## config.mk

```make
export PLATFORM = sky130hd
export DESIGN_NAME = etc_sat_stage
export DESIGN_NICKNAME = d
export VERILOG_FILES = /design/src/sv/etc_pkg.sv /design/src/sv/etc_sat_stage.sv
export SDC_FILE = /design/constraint.sdc
export NUM_CORES = 1
export LEC_CHECK = 0
export BUFFER_PORTS_ARGS = -buffer_cell sky130_fd_sc_hd__buf_2
export CELL_PAD_IN_SITES_DETAIL_PLACEMENT = 0
export CELL_PAD_IN_SITES_GLOBAL_PLACEMENT = 1
export CORE_AREA = 4 4 216 218
export CTS_CLUSTER_SIZE = 28
export DETAILED_ROUTE_END_ITERATION = 6
export DIE_AREA = 0 0 220 222
export GPL_TIMING_DRIVEN = 0
export PLACE_DENSITY_LB_ADDON = 0.1
export SLEW_MARGIN = 20
export SYNTH_ARGS = -nofsm -noshare
export SYNTH_HDL_FRONTEND = slang
export SYNTH_SLANG_ARGS = --single-unit
```

## constraint.sdc

```tcl
create_clock -name clk -period 6 [get_ports clk]
set_input_delay 1.2 -clock clk [delete_from_list [all_inputs] [get_ports clk]]
set_output_delay 1.2 -clock clk [all_outputs]
set_load 0.1 [all_outputs]
```

## src/sv/etc_pkg.sv

```systemverilog
// Shared types and constants for the escape-time iteration pipeline.
`default_nettype none
package etc_pkg;

  localparam int FRAC_BITS  = 27;
  localparam int RING_DEPTH = 4;
  localparam int TAG_W      = $clog2(RING_DEPTH);
  localparam int ITER_W     = 16;

  localparam bit THR_ON = (2 * FRAC_BITS + 2) < 64;
  localparam logic [63:0] THRESH = THR_ON ? (64'd1 << ((2 * FRAC_BITS + 2) % 64)) : '1;

  localparam logic signed [64:0] SAT_MAX = 65'sd2147483647;
  localparam logic signed [64:0] SAT_MIN = -65'sd2147483648;

  localparam logic [ITER_W-1:0] MAX_ITER_RESET = 16'd256;

  typedef struct packed {
    logic                valid;
    logic                done;
    logic                esc;
    logic [TAG_W-1:0]    tag;
    logic [ITER_W-1:0]   iter;
    logic signed [31:0]  re;
    logic signed [31:0]  im;
    logic signed [31:0]  cre;
    logic signed [31:0]  cim;
  } slot_t;

endpackage
`default_nettype wire

```

## src/sv/etc_sat_stage.sv

```systemverilog
// Pipeline stage 2: rescale, add c and saturate to form the next z.
`default_nettype none
module etc_sat_stage (
  input  wire logic               clk,
  input  wire logic               rst_n,
  input  wire etc_pkg::slot_t     slot_i,
  input  wire logic signed [63:0] rr_i,
  input  wire logic signed [63:0] ii_i,
  input  wire logic signed [63:0] ri_i,
  output etc_pkg::slot_t          slot_o,
  output logic signed [31:0]      nre_o,
  output logic signed [31:0]      nim_o,
  output logic                    clip_o
);

  etc_pkg::slot_t     slot_r;
  logic signed [31:0] nre_r, nim_r, nre_nxt, nim_nxt;
  logic               clip_r, clip_nxt;
  logic signed [63:0] diff, sh_re, sh_im;
  logic signed [64:0] sum_re, sum_im;

  always_comb begin
    diff   = rr_i - ii_i;
    sh_re  = diff >>> etc_pkg::FRAC_BITS;
    sh_im  = ri_i >>> (etc_pkg::FRAC_BITS - 1);
    sum_re = 65'(sh_re) + 65'(slot_i.cre);
    sum_im = 65'(sh_im) + 65'(slot_i.cim);
    clip_nxt = 1'b0;
    if (sum_re > etc_pkg::SAT_MAX) begin
      nre_nxt  = 32'sh7FFFFFFF;
      clip_nxt = 1'b1;
    end else if (sum_re < etc_pkg::SAT_MIN) begin
      nre_nxt  = 32'sh80000000;
      clip_nxt = 1'b1;
    end else begin
      nre_nxt = sum_re[31:0];
    end
    if (sum_im > etc_pkg::SAT_MAX) begin
      nim_nxt  = 32'sh7FFFFFFF;
      clip_nxt = 1'b1;
    end else if (sum_im < etc_pkg::SAT_MIN) begin
      nim_nxt  = 32'sh80000000;
      clip_nxt = 1'b1;
    end else begin
      nim_nxt = sum_im[31:0];
    end
  end

  always_ff @(posedge clk) begin
    nre_r  <= nre_nxt;
    nim_r  <= nim_nxt;
    clip_r <= clip_nxt;
    if (!rst_n) begin
      slot_r <= '0;
    end else begin
      slot_r <= slot_i;
    end
  end

  assign slot_o = slot_r;
  assign nre_o  = nre_r;
  assign nim_o  = nim_r;
  assign clip_o = clip_r;

endmodule
`default_nettype wire

```

======== Word level (Yosys, flattened, before mapping) ========
Cells that the tools add are included.
word-level totals
  register bits ........................... 214
  latch bits .............................. 0
  bits in writable memories ............... 0
  memory bits (read-only) ................. 0
  input bits .............................. 343
  output and inout port bits .............. 214
  word-level logic and storage cells ...... 23
  memories kept ........................... 0
operators by class
  $add $sub $neg .......................... 3
  $mul .................................... 0
  divide/modulo/power cells ............... 0
  order comparisons ....................... 4
  equality and inequality tests ........... 0
  shift-type cells ........................ 0
  mux-type cells .......................... 3
  bitwise gates (word level) .............. 0
  reductions and logical operators ........ 1
operator list
  kind                                                              count
  2-to-1 mux 32 bit                                                 2
  subtractor 64 bit                                                 1
  adder 38 x 32 -> 39 bit                                           1
  greater-than comparator 39 x 32 -> 1 bit (second input constant)  1
  < comparator 39 x 32 -> 1 bit (second input constant)             1
  adder 37 x 32 -> 38 bit                                           1
  greater-than comparator 38 x 32 -> 1 bit (second input constant)  1
  < comparator 38 x 32 -> 1 bit (second input constant)             1
  OR reduction 3 bit                                                1
  2-to-1 mux 1 bit                                                  1

======== Longest topological paths before layout ========
  word-level depth ........................ 4
  depth in mapped cells ................... 27
  depth with buffers taken out ............ 24

======== Least setup slack after synthesis ========
Ideal clock, no wire load.
  kind .................................... input -> register
  start point ............................. in ii_i[12]
  end point ............................... reg nre_r[26] (netlist: nre_o[26])
  setup time .............................. 124 ps
  arrival ................................. 6261 ps
  required time ........................... 5876 ps
  setup slack ............................. -385 ps
  cell stages on the path ................. 25
  buffers on the path ..................... 2
  path through ............................ inv_1 > ha_1 > a21o_1 > a211o_1 > o21ai_1 > o211ai_1 > nor4_1 > nor3_1 > o21ai_0 > nand2_1 > a31oi_1 > xnor2_1 > ha_1 > a21o_1 > a21o_1 > a21oi_1 > nor2_1 > a2111oi_1 > a211oi_2 > o211a_1 > or3_1 > a31oi_1 > buf_4 > buf_6 > o21ai_0
on the way
  longest elaborated chain between the ends .. 4
  elaborated cells between the ends (all ways) .. 5
  those cells by class .................... 2 x add/sub; 2 x order compare; 1 x mux
RTL lines
  item                           line                 source
  from (decl)                    etc_sat_stage.sv:8   input wire logic signed [63:0] ii_i,
  subtractor 64 bit (*)          etc_sat_stage.sv:23  diff = rr_i - ii_i;
  adder 37 x 32 -> 38 bit (*)    etc_sat_stage.sv:26  sum_re = 65'(sh_re) + 65'(slot_i.cre);
  < comparator 38 x 32 -> 1 bit  etc_sat_stage.sv:32  end else if (sum_re < etc_pkg::SAT_MIN) begin
  2-to-1 mux 32 bit              etc_sat_stage.sv:32
  to (signal assigned)           etc_sat_stage.sv:50  nre_r <= nre_nxt;
  to (decl)                      etc_sat_stage.sv:17  logic signed [31:0] nre_r, nim_r, nre_nxt, nim_nxt;
Every way passes the cells marked *; elsewhere a longest branch is shown, timed or not.
A chain may end at the register's enable or synchronous reset.

======== Final worst setup path ========
  start point ............................. in ii_i[30]
  end point ............................... reg clip_r (netlist: clip_o)
on the way
  longest elaborated chain between the ends .. 4
  elaborated cells between the ends (all ways) .. 6
  those cells by class .................... 2 x add/sub; 2 x order compare; 1 x mux; 1 x reduce/logical
RTL lines
  item                                                                                       line                                      source
  subtractor 64 bit (*)                                                                      etc_sat_stage.sv:23
  adder 37 x 32 -> 38 bit (*)                                                                etc_sat_stage.sv:26
  greater-than comparator 38 x 32 -> 1 bit or < comparator 38 x 32 -> 1 bit (tied branches)  etc_sat_stage.sv:29, etc_sat_stage.sv:32
  OR reduction 3 bit (no line) or 2-to-1 mux 1 bit (tied branches)                           n/a
  to (signal assigned)                                                                       etc_sat_stage.sv:52                       clip_r <= clip_nxt;
  to (decl)                                                                                  etc_sat_stage.sv:18                       logic clip_r, clip_nxt;
Marked as above.

==> metrics.cfg <==
[layout]
final_common_cell = buf_2
fin_util = 0.404
seq_area_um2 = 4280
num-fill-cells = 4750
final_net_count = 2576
multiInputGateArea_um2 = 8630
final_cell_mix = buf_2 (534), dfxtp_1 (214), and2_1 (151), ha_1 (120), a21oi_1 (119)
synthToLayoutAreaGrowth_pct = 40.2
layout-drive-gt1-share = 0.349
fin_cells = 2718

[global_routing]
grt_pass1_wl_um = 71000
gr-total-overflow = 0
antenna_found_initial = 9
grt_max_degree = 14
first_global_vias = 12596
grt_use_total = 0.181

[floorplan]
start_util = 0.288
ios = 557
die_y_um = 222
fp.dieArea_um2 = 48800
die_w_um = 220
core-area_um2 = 44900
rows = 78

[sta]
worstMarginPinSlew_ps = 1010
slew_headroom = 0.325
period_needed_ps = 5940
setup_viol = 0
whs_ps = 843
final_hold_viol_count = 0
slew_violations = 0
fin_crit_sh = 0.991
max_clock_freq_mhz = 168
rsz0062_at_grt = yes

[drt]
viasPerCell = 4.74
vias = 12873
ant_nets = 0
routed_wl_um = 47500
first_pass_iters = 5
drc = 0
drtIter0Drc = 542
avgRoutedWirePerCell_um = 17.5

[cts]
cts-buffers-inserted = 26
holdBufCountCts = 0
cts_tree = yes
clk_pin_slew_worst_paths_ps = 70
cts_max_level = 1
clockBufferDepth = 3
cts_root_buf = clkbuf_16
cts_sinks = 214

[synth]
synth_top_area_share = 0.331
synth_nets = 1995
synth-edff-count = 0
yosys_warnings = 0
synthCells = 1512
netlist_top_cells_area = dfxtp_1 (33%), ha_1 (13%), and2_1 (7.4%), a21oi_1 (5.0%), o21ai_0 (3.7%)
yosysSeqAreaShare = 0.331
ys_types = 80
yosys.area.top_type = dfxtp_1
syn_area_um2 = 12900
synth_seq_cells = 214
synth_ff_type = dfxtp_1
synthArstFlopShare = 0
postSynthAreaPerCell_um2 = 8.55

[placement]
place_inst = 2641
gp_congestion = 0.805
port_buffers = 529
dp_hpwl_um = 39200

[critical_path]
end_kind = flop
worstPathArrival_ps = 6370
worstPathMaxFanout = 6
required_ps = 6420
crit_path_start_kind = input port
crit_type = input port to flop

[job]
drv_cap = 0

[min_path]
hold_class = input port to flop

[power]
leakage_nw = 8.71
seq_power_share = 0.241
p_sw_frac = 0.480
p_int_mw = 3.58
combPwrFrac = 0.520
max-vdd-ir-drop_mv = 0.254
clkPwrFrac = 0.239
p_sw_mw = 3.31
power_density_nw_per_um2 = 380
power.total_mw = 6.89

[run_status]
outcome = finished, final reports clean

-- layout make-up --
cell class              count  share of cell area
multi-input cells        1150               0.476
clock buffers              31              0.0391
inverters                 102              0.0211
flip-flops and latches    214               0.236
well taps                 600              0.0414
repair buffers            561               0.163
diodes                      6            0.000828
clock inverters            16              0.0103
plain buffers              38              0.0126
-- repair_timing --
item / in CTS / in global routing
setup buffers: 23 / 11
cloned: 0 / 2
resized for setup: 79 / 49
pin swaps: 24 / 28
endpoints found under the setup margin: 33 / 32
-- worst paths after layout --
| kind | from | end | slack, ps | cells past startpoint |
|---|---|---|---|---|
| max | ii_i[30] | clip_o | 60 | 25 |
| min | slot_i[84] | slot_o[84] | 840 | 2 |
-- through the flow --
step	TNS, ps	instance area [um2]	worst slack [ps]
3_5_place_dp	-44900	16400	-1610
6_report	0	18100	56.4
2_1_floorplan	0	13000	2.33
4_1_cts	-20.9	17800	-18.7
5_1_grt	-3750	18100	-185
3_3_place_gp	-44110	16400	-1610
-- cells in the mapped netlist (10+ instances only) --
master	instances
a211oi_1	22
a21o_1	51
a21oi_1	130
a31oi_1	17
and2_1	152
and3_1	15
clkbuf_1	35
dfxtp_1	214
ha_1	138
inv_1	102
nand2_1	61
nand2b_1	18
nand3_1	33
nand4_1	22
nor2_1	69
nor2b_1	10
nor3_1	32
o21a_1	29
o21ai_0	96
o21ai_1	19
o21bai_1	15
xnor2_1	54
xor2_1	33
-- state kept, by name, indices dropped and copies added (netlist names) --
register	count
clip_o	1
nim_o	32
nre_o	32
slot_o	149
-- power groups by stage --
stage	Sequential, mW	Combinational (mW)	Clock [mW]
finish	1.66	3.58	1.65
CTS	1.67	3.49	1.71
global route	1.68	3.83	1.76
global placement	1.69	3.31	0
detailed placement	1.69	3.30	0
floorplan	3.09	1.17	0
-- cells by family (layout without fill, tap and decap cells) --
logic type                 count (synthesis)  in the layout  share of synthesized area
and+or+nand+nor                          454            454                      0.193
xor gates and xnor gates                  87             87                     0.0589
muxes                                      3              3                    0.00242
buffers and inverters                    148            748                     0.0446
other                                      0              6                          0
adders and majority gates                140            140                      0.137
DFF                                      214            214                      0.331
AOI/OAI and AO/OA                        466            466                      0.233
-- routing by layer --
metal,GRT usage,up-vias,routed length [um]
met4,0.0340,4,733
met1,0.222,5876,20300
met2,0.324,368,23100
met5,0,-,23
met3,0.0408,51,3390
li1,-,6574,-
-- critical path: stages --
cell and delay [ps]:
buf_2 100, inv_1 90, ha_4 220, a21o_1 180
a21o_1 190, a211o_1 330, o22ai_2 200, o21a_4 200
or3_4 170, a211oi_4 80, or4_1 480, nand2_1 130
xnor2_2 130, ha_2 350, a21oi_4 170, nor2_1 60
or4_1 420, a211oi_2 200, nand2_1 120, a211oi_2 250
o31ai_2 110, and4b_2 330, a31oi_4 120, buf_6 170
a2111o_1 350
Power figures use the tool's default switching activity.
